==> config.mk <==
export PLATFORM = sky130hd
export DESIGN_NAME = scan_code_to_ascii_fifo_top
export DESIGN_NICKNAME = d
export VERILOG_FILES = /design/src/design/scta_pkg.sv /design/src/design/scta_keymap.sv /design/src/design/scan_code_to_ascii_fifo_top.sv
export SDC_FILE = /design/constraint.sdc
export NUM_CORES = 1
export LEC_CHECK = 0
export ABC_AREA = 1
export BUFFER_PORTS_ARGS = -buffer_cell sky130_fd_sc_hd__buf_2
export CAP_MARGIN = 20
export CORE_MARGIN = 5
export CORE_UTILIZATION = 35
export CTS_CLUSTER_DIAMETER = 50
export CTS_CLUSTER_SIZE = 30
export DETAILED_ROUTE_END_ITERATION = 10
export GPL_TIMING_DRIVEN = 0
export PLACE_DENSITY = 0.52
export SYNTH_ARGS = -nofsm -noshare
export SYNTH_HDL_FRONTEND = slang
export SYNTH_SLANG_ARGS = --single-unit
==> constraint.sdc <==
create_clock -name i_clk -period 4.7 [get_ports i_clk]
set_input_delay 0.94 -clock i_clk [delete_from_list [all_inputs] [get_ports i_clk]]
set_output_delay 0.94 -clock i_clk [all_outputs]
set_load 0.01 [all_outputs]
==> src/design/scta_pkg.sv <==
// scta_pkg: shared constants and key tables for the scan code decoder
// no dependencies; imported by scta_keymap and scan_code_to_ascii_fifo_top

package scta_pkg;

    // set-1 codes of interest
    localparam logic [7:0] MAKE_LSHIFT  = 8'h2A;
    localparam logic [7:0] MAKE_RSHIFT  = 8'h36;
    localparam logic [7:0] BREAK_BIT    = 8'h80;
    localparam logic [7:0] BREAK_LSHIFT = MAKE_LSHIFT | BREAK_BIT;
    localparam logic [7:0] BREAK_RSHIFT = MAKE_RSHIFT | BREAK_BIT;
    localparam logic [7:0] FIRST_BREAK  = 8'h81;
    localparam int         TABLE_LEN    = 83;
    localparam logic [7:0] LAST_BREAK   = 8'(FIRST_BREAK + TABLE_LEN - 1);
    localparam int         KEY_IDX_W    = $clog2(TABLE_LEN);

    typedef logic [7:0] t_char;

    // characters for break codes 0x81 upwards, unshifted
    localparam t_char KEY_MAP_PLAIN [TABLE_LEN] = '{
        8'h1B, 8'h31, 8'h32, 8'h33, 8'h34, 8'h35, 8'h36, 8'h37, 8'h38, 8'h39,
        8'h30, 8'h2D, 8'h3D, 8'h08, 8'h09, 8'h71, 8'h77, 8'h65, 8'h72, 8'h74,
        8'h79, 8'h75, 8'h69, 8'h6F, 8'h70, 8'h5B, 8'h5D, 8'h0A, 8'h00, 8'h61,
        8'h73, 8'h64, 8'h66, 8'h67, 8'h68, 8'h6A, 8'h6B, 8'h6C, 8'h3B, 8'h27,
        8'h60, 8'h00, 8'h5C, 8'h7A, 8'h78, 8'h63, 8'h76, 8'h62, 8'h6E, 8'h6D,
        8'h2C, 8'h2E, 8'h2F, 8'h00, 8'h2A, 8'h00, 8'h20, 8'h00, 8'h00, 8'h00,
        8'h00, 8'h00, 8'h00, 8'h00, 8'h00, 8'h00, 8'h00, 8'h00, 8'h00, 8'h00,
        8'h00, 8'h00, 8'h00, 8'h2D, 8'h00, 8'h00, 8'h00, 8'h2B, 8'h00, 8'h00,
        8'h00, 8'h00, 8'h00
    };

    // characters with shift held
    localparam t_char KEY_MAP_SHIFT [TABLE_LEN] = '{
        8'h1B, 8'h21, 8'h40, 8'h23, 8'h24, 8'h25, 8'h5E, 8'h26, 8'h2A, 8'h28,
        8'h29, 8'h5F, 8'h2B, 8'h08, 8'h00, 8'h51, 8'h57, 8'h45, 8'h52, 8'h54,
        8'h59, 8'h55, 8'h49, 8'h4F, 8'h50, 8'h7B, 8'h7D, 8'h0D, 8'h00, 8'h41,
        8'h53, 8'h44, 8'h46, 8'h47, 8'h48, 8'h4A, 8'h4B, 8'h4C, 8'h3A, 8'h22,
        8'h7E, 8'h00, 8'h7C, 8'h5A, 8'h58, 8'h43, 8'h56, 8'h42, 8'h4E, 8'h4D,
        8'h3C, 8'h3E, 8'h3F, 8'h00, 8'h00, 8'h00, 8'h20, 8'h00, 8'h00, 8'h00,
        8'h00, 8'h00, 8'h00, 8'h00, 8'h00, 8'h00, 8'h00, 8'h00, 8'h00, 8'h00,
        8'h37, 8'h38, 8'h39, 8'h2D, 8'h34, 8'h35, 8'h36, 8'h2B, 8'h31, 8'h32,
        8'h33, 8'h30, 8'h2E
    };

endpackage

==> src/design/scta_keymap.sv <==
// scta_keymap: shift flag update and break code to character lookup
// depends on scta_pkg for the code constants and key tables

module scta_keymap (
    input  logic          [7:0] i_code,
    input  logic                i_shift_held,
    output logic                o_shift_next,
    output scta_pkg::t_char     o_char
);
    import scta_pkg::*;

    logic [KEY_IDX_W-1:0] key_idx;
    logic                 in_range;

    // shift make sets the flag, matching break clears it
    always_comb begin
        o_shift_next = i_shift_held;
        if (i_code == MAKE_LSHIFT || i_code == MAKE_RSHIFT) begin
            o_shift_next = 1'b1;
        end
        if (i_code == BREAK_LSHIFT || i_code == BREAK_RSHIFT) begin
            o_shift_next = 1'b0;
        end
    end

    // table index for break codes inside the mapped range
    assign key_idx  = KEY_IDX_W'(i_code - FIRST_BREAK);
    assign in_range = (i_code >= FIRST_BREAK) && (i_code <= LAST_BREAK);

    // lookup with the updated shift state
    always_comb begin
        if (!in_range) begin
            o_char = '0;
        end else if (o_shift_next) begin
            o_char = KEY_MAP_SHIFT[key_idx];
        end else begin
            o_char = KEY_MAP_PLAIN[key_idx];
        end
    end

endmodule

==> src/design/scan_code_to_ascii_fifo_top.sv <==
// scan_code_to_ascii_fifo_top: set-1 scan code decoder with a character queue
// depends on scta_pkg and scta_keymap
//
// Usage: each input transfer carries i_command and i_scan_code. Command 0
// hands in a raw set-1 scan code; while the queue is not full it updates the
// shift flag and a mapped break code pushes its character. Command 1 pops the
// oldest character, or returns 0 with o_char_valid low when the queue is
// empty. Every input transfer yields exactly one output transfer carrying
// o_read_char, o_char_valid, o_stored and o_queue_count (fill after the item).
// The result appears in the output register on the cycle after acceptance,
// the popped byte coming from the registered read port of the queue memory.
// Throughput is one item per cycle while no held result is stalled, with a
// read-modify-write of the pointers and fill count around the one-port
// character memory for each item. When the receiver stalls with a result held,
// o_in_stall rises and no item is taken until that result is transferred.
// Reset clears the shift flag, both pointers, the fill count and the output
// valid; the queue memory itself is not cleared, as only written entries
// are ever popped.

module scan_code_to_ascii_fifo_top #(
    parameter int QUEUE_DEPTH = 16
) (
    input  logic                               i_clk,
    input  logic                               i_rst_n,
    input  logic                               i_in_valid,
    output logic                               o_in_stall,
    input  logic                               i_command,
    input  logic [7:0]                         i_scan_code,
    output logic                               o_out_valid,
    input  logic                               i_out_stall,
    output logic [7:0]                         o_read_char,
    output logic                               o_char_valid,
    output logic                               o_stored,
    output logic [$clog2(QUEUE_DEPTH+1)-1:0]   o_queue_count
);
    import scta_pkg::*;

    localparam int PTR_W = $clog2(QUEUE_DEPTH);
    localparam int CNT_W = $clog2(QUEUE_DEPTH + 1);
    localparam logic [PTR_W-1:0] PTR_LAST = PTR_W'(QUEUE_DEPTH - 1);
    localparam logic [CNT_W-1:0] CNT_FULL = CNT_W'(QUEUE_DEPTH);

    // control state
    logic             r_shift_held, n_shift_held;
    logic [PTR_W-1:0] r_wr_ptr, n_wr_ptr;
    logic [PTR_W-1:0] r_rd_ptr, n_rd_ptr;
    logic [CNT_W-1:0] r_fill, n_fill;
    logic             r_out_valid;

    // result payload
    logic             r_char_valid;
    logic             r_stored;
    logic [CNT_W-1:0] r_count;
    t_char            r_rdata;

    // queue memory
    t_char            r_queue [QUEUE_DEPTH];

    logic             accept;
    logic             queue_full;
    logic             scan_ok;
    logic             do_write;
    logic             do_read;
    logic             shift_next;
    t_char            key_char;

    scta_keymap u_keymap (
        .i_code       (i_scan_code),
        .i_shift_held (r_shift_held),
        .o_shift_next (shift_next),
        .o_char       (key_char)
    );

    // handshake: take an item unless a held result is being stalled
    assign o_in_stall = r_out_valid & i_out_stall;
    assign accept     = i_in_valid & ~o_in_stall;

    // queue operation decode
    assign queue_full = (r_fill == CNT_FULL);
    assign scan_ok    = accept & ~i_command & ~queue_full;
    assign do_write   = scan_ok & (key_char != '0);
    assign do_read    = accept & i_command & (r_fill != '0);

    // next pointers, fill count and shift flag
    always_comb begin
        n_shift_held = scan_ok ? shift_next : r_shift_held;
        n_wr_ptr     = r_wr_ptr;
        n_rd_ptr     = r_rd_ptr;
        n_fill       = r_fill;
        if (do_write) begin
            n_wr_ptr = (r_wr_ptr == PTR_LAST) ? '0 : r_wr_ptr + 1'b1;
            n_fill   = r_fill + 1'b1;
        end
        if (do_read) begin
            n_rd_ptr = (r_rd_ptr == PTR_LAST) ? '0 : r_rd_ptr + 1'b1;
            n_fill   = r_fill - 1'b1;
        end
    end

    // control registers
    always_ff @(posedge i_clk) begin
        if (!i_rst_n) begin
            r_shift_held <= 1'b0;
            r_wr_ptr     <= '0;
            r_rd_ptr     <= '0;
            r_fill       <= '0;
            r_out_valid  <= 1'b0;
        end else begin
            r_shift_held <= n_shift_held;
            r_wr_ptr     <= n_wr_ptr;
            r_rd_ptr     <= n_rd_ptr;
            r_fill       <= n_fill;
            if (accept) begin
                r_out_valid <= 1'b1;
            end else if (!i_out_stall) begin
                r_out_valid <= 1'b0;
            end
        end
    end

    // memory write and registered read; read data holds while stalled
    always_ff @(posedge i_clk) begin
        if (do_write) begin
            r_queue[r_wr_ptr] <= key_char;
        end
        if (do_read) begin
            r_rdata <= r_queue[r_rd_ptr];
        end
    end

    // result payload captured on each input transfer
    always_ff @(posedge i_clk) begin
        if (accept) begin
            r_char_valid <= do_read;
            r_stored     <= do_write;
            r_count      <= n_fill;
        end
    end

    // output fields
    assign o_out_valid   = r_out_valid;
    assign o_read_char   = r_char_valid ? r_rdata : '0;
    assign o_char_valid  = r_char_valid;
    assign o_stored      = r_stored;
    assign o_queue_count = r_count;

endmodule
======== Word level (Yosys, flattened, before mapping) ========
Memory sizes are Yosys's and may differ from the RTL's. A register that Yosys moved wholly into a read port is not among the register bits.
Cells that the tools add are included.
storage, ports and cells
  register bits ........................... 22
  memory bits (writable) .................. 128
  memory bits (read-only) ................. 2048
  bits of input ports ..................... 13
  output and inout bits ................... 17
  word-level logic and storage cells ...... 60
  memories kept ........................... 3
memory list
  name             words  width  read ports  clocked after memory_dff  write ports  line                               RTL
  (no name shown)  128    8      1           0                         0            scta_keymap.sv:37                  o_char = KEY_MAP_PLAIN[key_idx];
  (no name shown)  128    8      1           0                         0            scta_keymap.sv:35                  o_char = KEY_MAP_SHIFT[key_idx];
  r_queue          16     8      1           1                         1            scan_code_to_ascii_fifo_top.sv:57  t_char r_queue [QUEUE_DEPTH];
operators by class
  add/subtract/negate cells ............... 5
  order comparisons ....................... 3
  eq/ne operators ......................... 8
  mux-type cells .......................... 17
  bitwise operators ....................... 11
  reduce and logical (&&, ||, !) cells .... 5
operators by type and width
  cell                   count
  $mux W8                7
  $eq A8 B6 Y1 const B   2
  $eq A8 B8 Y1 const B   2
  $ge A8 B8 Y1 const B   2
  $mux W5                2
  $add A4 B1 Y4 const B  2
  $eq A4 B4 Y1 const B   2
  $le A8 B8 Y1 const B   1
  $mux W4                2
  $not A7 Y8             1
  $reduce_bool A8 Y1     1
  $and A1 B1 Y1          7
  $sub A7 B1 Y7 const B  1
  $mux W1                6
  $add A5 B1 Y5 const B  1
  $eq A5 B5 Y1 const B   1
  $reduce_bool A5 Y1     1
  $sub A5 B1 Y5 const B  1
  $not A1 Y1             3
  $logic_or A1 B1 Y1     2
  $ne A2 B1 Y1 const B   1
  $logic_and A1 B1 Y1    1

======== Logic depth before layout (Yosys ltp) ========
  depth in word-level cells ............... 11
  mapped depth ............................ 25
  mapped depth without buffers ............ 24

======== Hierarchy ========
A second synthesis with hierarchy kept.
unflattened totals
  cell total of the unflattened synthesis .. 933
  area total of the unflattened synthesis .. 8524.4 µm²
modules (own cells, without submodules)
  module                       times used  cells each  area an instance (µm²)  sequential area each (µm²)
  scan_code_to_ascii_fifo_top  1           553         6592.6                  4594.4
  scta_keymap                  1           380         1931.9                  0.0

======== Least setup slack after synthesis ========
Ideal clock, no wire load.
  path kind ............................... input to register
  start ................................... input port i_scan_code[0]
  end ..................................... memory r_queue[1][0] (netlist name), enable pin
  library setup time ...................... 0.360 ns
  arrival time ............................ 3.377 ns
  required time ........................... 4.340 ns
  path slack .............................. 0.963 ns
  stages .................................. 18
  buffers on the path ..................... 2
  path through ............................ inv_2 > ha_1 > clkbuf_1 > nand3_1 > nand2_2 > buf_6 > nand4_1 > nand2_1 > nand2_1 > nand3_1 > nand2_1 > a21oi_2 > nor2_2 > nand2_4 > nand2_8 > clkinv_4 > nand2_1 > nor2_1
between the ends
  cells in the longest elaborated chain, start to end .. 11
  elaborated cells between the ends (all ways) .. 25
  those cells by class .................... add/sub (1); order compare (2); eq/ne (4); mux (10); bitwise (2); reduce/logical (4); memory (2)
RTL lines
  element                                          line                                  RTL
  start: declaration                               scan_code_to_ascii_fifo_top.sv:28     input logic [7:0] i_scan_code,
  $sub A7 B1 Y7                                    scta_keymap.sv:27                     assign key_idx = KEY_IDX_W'(i_code - FIRST_BREAK);
  $not A7 Y8 (implied by the code)                 scta_keymap.sv:35, scta_keymap.sv:37
  $mem_v2 Z128 W8, on equally long branches        --
  $mux W8, on equally long branches (2 in series)  scta_keymap.sv:37, scta_keymap.sv:35
  $mux W8                                          scta_keymap.sv:34                     end else if (o_shift_next) begin
  $mux W8 (*)                                      scta_keymap.sv:32                     if (!in_range) begin
  via key_char[0]                                  scan_code_to_ascii_fifo_top.sv:65     t_char key_char;
  $reduce_bool A8 Y1 (*)                           scan_code_to_ascii_fifo_top.sv:81     assign do_write = scan_ok & (key_char != '0);
  $and A1 B1 Y1 (*)                                scan_code_to_ascii_fifo_top.sv:81
  via do_write                                     scan_code_to_ascii_fifo_top.sv:62     logic do_write;
  $mux W1 (*)                                      scan_code_to_ascii_fifo_top.sv:123    if (do_write) begin
  $mux W1 (implied by the code) (*)                scan_code_to_ascii_fifo_top.sv:124    r_queue[r_wr_ptr] <= key_char;
  end: declaration                                 scan_code_to_ascii_fifo_top.sv:57
Mark *: on every way through the listed nets, which the timed path passes. The rest lies on a longest branch. The select of a mux whose other input is x is not followed.

======== Worst setup path after layout ========
  start ................................... input port i_scan_code[1]
  end ..................................... memory r_queue[14][2] (netlist name), enable pin
Same word-level chain as after synthesis.

==> flow_results.org <==
** Routing
- WL/cell :: 17.13 µm
- Via total after detailed routing :: 6,212
- For this run, design rule violations remaining after detail routing come to 0.
- After the first detailed-routing iteration, the DRC count stood at 512.
- Final ANT Viol Nets :: 0
- After detailed routing, the total wire length is 20,740 µm.
- For this run, the detailed router's first-pass iteration total came to 5.
- Via density per instance :: 5.130

** Timing
- Worst clock skew on the final layout :: 0.007468 ns
- Setup repair after global routing left no endpoint under its margin.
- The final hold violation count came to 0.
- Minimum period implied by the final worst setup slack :: 4.296 ns
- Setup Viol. Count Final :: 0
- Worst slew margin relative to its limit :: 49.13%
- Post-route setup slack :: 0.4038 ns
- Achievable clock frequency :: 232.8 MHz
- Slew Limit Fails :: 0
- In the finished design, the share of the clock period the worst path needs comes to 91.41%.
- Slew at the pin closest to its max-slew limit :: 0.7603 ns

** Setup path
- Worst r2r path cells :: 13
- Biggest fanout along the worst timing path :: 17
- The worst setup path is of the in2reg kind.
- The worst setup path is captured at a flip-flop.
- Data arrival time of the worst path :: 4.34 ns
- Data required time of the critical path :: 4.74 ns
- Crit path launch type :: input port

** Floorplan
- The die covers 25,110 µm².
- During I/O placement, the number of pins put on the boundary was 30.
- Starting density of the core :: 35.46%
- Measured along the x axis, the die boundary spans 158.5 µm.
- Row generation in the floorplan step produced 54 rows.
- The core region is 21,760 µm².
- The floorplan step set the die height to 158.5 µm.

** Pwr
- Power density over cell area :: 373.0 nW/µm²
- Leakage power summed over all cells :: 3.579 nW
- Overall power consumption after layout is estimated at 0.003285 W.
- The worst-case IR drop observed on VDD is 0.2708 mV.

** Clock network
- The longest clock path from root to sink contains 2 buffers.
- Clock latency on the worst-skew pair, taken at its later pin, is 0.41 ns.
- Reg clk slew, reported paths :: 0.06 ns
- Clk root buf :: clkbuf_16
- Total setup buffers inserted after CTS :: 0
- Buffers inserted during clock tree synthesis total 17.
- The clock tree synthesis step divided the H-tree into 4 levels.
- Clock tree sinks :: 141
- TritonCTS clock tree :: done
- Hold-fix buffers, CTS :: 0

** Outcome
- The run finished with clean final reports.

** Global route
- Entering global routing, the biggest net connects 18 pins.
- GRT Resource Usage Total :: 16.66%
- The first global-routing pass estimated 32,150 µm of wire.
- The initial antenna violation count came to 0.
- After global routing the overflow that remains totals 0.
- The via count of the first global-routing pass came to 5,715.

** Worst hold path
- The worst hold path belongs to the class reg2reg.
- Counting instances, the worst hold path has a depth of 2.

** Yosys
- The cell count after synthesis came out at 873.
- Summing the sequential cell areas from Yosys gives 52.94% of the chip area.
- After synthesis the netlist holds a flip-flop and latch count of 141.
- Yosys mapped a number of flops with a built-in enable equal to 126.
- Cell taking the most area after synthesis :: edfxtp_1
- Share of Yosys cell area claimed by the top area cell type :: 49.05%
- Post-synthesis async set-or-reset flop share :: 0%
- In this run the cell area of the synthesized design comes to 7714 µm².
- Yosys attributes the largest share of cell area to edfxtp_1, nand2_1, nand3_1.
- The most used flip-flop cell after synthesis is edfxtp_1.
- The number of different library cells used by synthesis comes to 39.
- Yosys warning total :: 0
- The average instance in the mapped netlist occupies 8.836 µm².
- Post-Syn Nets :: 901

** Placed design
- Routability-driven placement finished with a final weighted congestion of 0.9190.
- Count of buffers inserted at the top-level ports :: 26
- At the placement stage, the worst setup path has a slack of -0.7102 ns.
- Summing all placed instances gives a cell area of 8194 µm².
- Counting tap cells, the placed design contains a total of 1,179 instances.
- Summed over all nets, the half-perimeter wirelength after detailed placement is 14,930 µm.

** Final layout
- Signed area change from the synthesized netlist to the final layout :: 14.19%
- Final std cells w/o fill :: 1,211
- Number of antenna cells inserted :: 0
- Leaving out fill and tap cells, the most frequent cell in the layout is nand2_1.
- Share of layout cells above drive strength 1 :: 13.32%
- Nets :: 946
- In the layout the commonest cells are nand2_1, edfxtp_1, nor2_1.
- Once layout is done, the placed cells without fillers occupy 8808 µm².

** Job
- Max-Cap Viols :: 0
## cell type report
type,instances,area [µm²]
clock buffer,17,425.4
sequential,141,4084
clock inverter,15,162.7
fill,2186,12950
tap,280,350.3
multi-input combinational,621,3127
inverter,72,275.3
buffer,39,254.0
timing repair buffer,26,130.1
## per-stage QoR
step / utilization, % / hold slack, ns / setup TNS [ns]
6_report: 40.49 / 0.4809 / 0
5_1_grt: 40.49 / 0.5222 / 0
4_1_cts: 40.44 / 0.4947 / 0
3_5_place_dp: 37.66 / 0.4851 / -63.75
3_3_place_gp: 37.66 / 0.4697 / -68.54
2_1_floorplan: - / 0.4678 / 0
## layer usage
layer	track usage, %	part of all wire [%]	up-vias
met5	0	0	-
met4	5.280	2.5	0
met3	2.501	5.0	42
met2	27.41	48	221
met1	22.75	45	2886
li1	-	-	3063
## cell families (layout without fill, tap and decap cells)
group	Yosys count	in the layout	synth area share [%]
AND/OR/NAND/NOR	485	485	27.30
XOR/XNOR	4	4	0.4541
adder cells (fa/ha/maj)	15	15	2.433
buffers and inverters	111	169	6.845
other	1	1	0.04862
AO/OA/AOI/OAI	106	106	8.678
flip-flops	141	141	52.94
multiplexers	10	10	1.298
## critical path, cell delays in order
cell	delay (ns)
buf_2	0.18
inv_1	0.18
ha_1	0.22
clkbuf_2	0.29
nand3_1	0.13
nand2_2	0.18
buf_6	0.17
nand3_1	0.17
nand2_1	0.14
nand2_1	0.10
a21oi_4	0.45
nor2_2	0.11
nand2_4	0.15
nand2_8	0.10
clkinv_4	0.10
nand2_1	0.15
nor2_1	0.56
## worst paths after layout
| path | start | to | slack (ns) |
|---|---|---|---|
| worst min register to register | o_out_valid$_SDFFE_PN0P_ | o_out_valid$_SDFFE_PN0P_ | 0.48 |
| worst max register to register | r_shift_held$_SDFFE_PN0P_ | r_queue[14][2]$_DFFE_PP_ | 1.74 |
| worst max-delay path | i_scan_code[1] | r_queue[14][2]$_DFFE_PP_ | 0.40 |
| worst min-delay path | o_out_valid$_SDFFE_PN0P_ | o_out_valid$_SDFFE_PN0P_ | 0.48 |
## Yosys cell counts (10+ instances only)
| master | n |
|---|---|
| nand4_1 | 10 |
| inv_1 | 60 |
| ha_1 | 15 |
| dfxtp_1 | 15 |
| nor2_1 | 115 |
| buf_6 | 11 |
| nand3_1 | 91 |
| o21ai_0 | 37 |
| o221ai_1 | 10 |
| a21oi_1 | 20 |
| o32ai_1 | 18 |
| o21ai_1 | 10 |
| nand2_2 | 12 |
| mux2i_1 | 10 |
| clkbuf_1 | 14 |
| nand2_1 | 235 |
| edfxtp_1 | 126 |
## power by group
group          switching (W)  internal (W)  total, W  leakage [nW]
combinational       0.000383      0.000167  0.000550          2.00
clock               0.000520      0.000788   0.00131         0.282
sequential         0.0000156       0.00141   0.00143          1.29
## repair_timing
item                                    4_1_cts  5_1_grt
endpoints found under the hold margin         0        0
endpoints found under the setup margin      105      105
gates resized for setup                       4        6
## state kept, by name (all words and copies together) (netlist names)
register	count
r_rd_ptr	4
r_rdata	7
r_wr_ptr	4
r_shift_held	1
o_char_valid	1
o_queue_count	5
r_queue	112
r_fill	5
o_stored	1
o_out_valid	1
No activity file was read; power rests on OpenSTA's default activity.
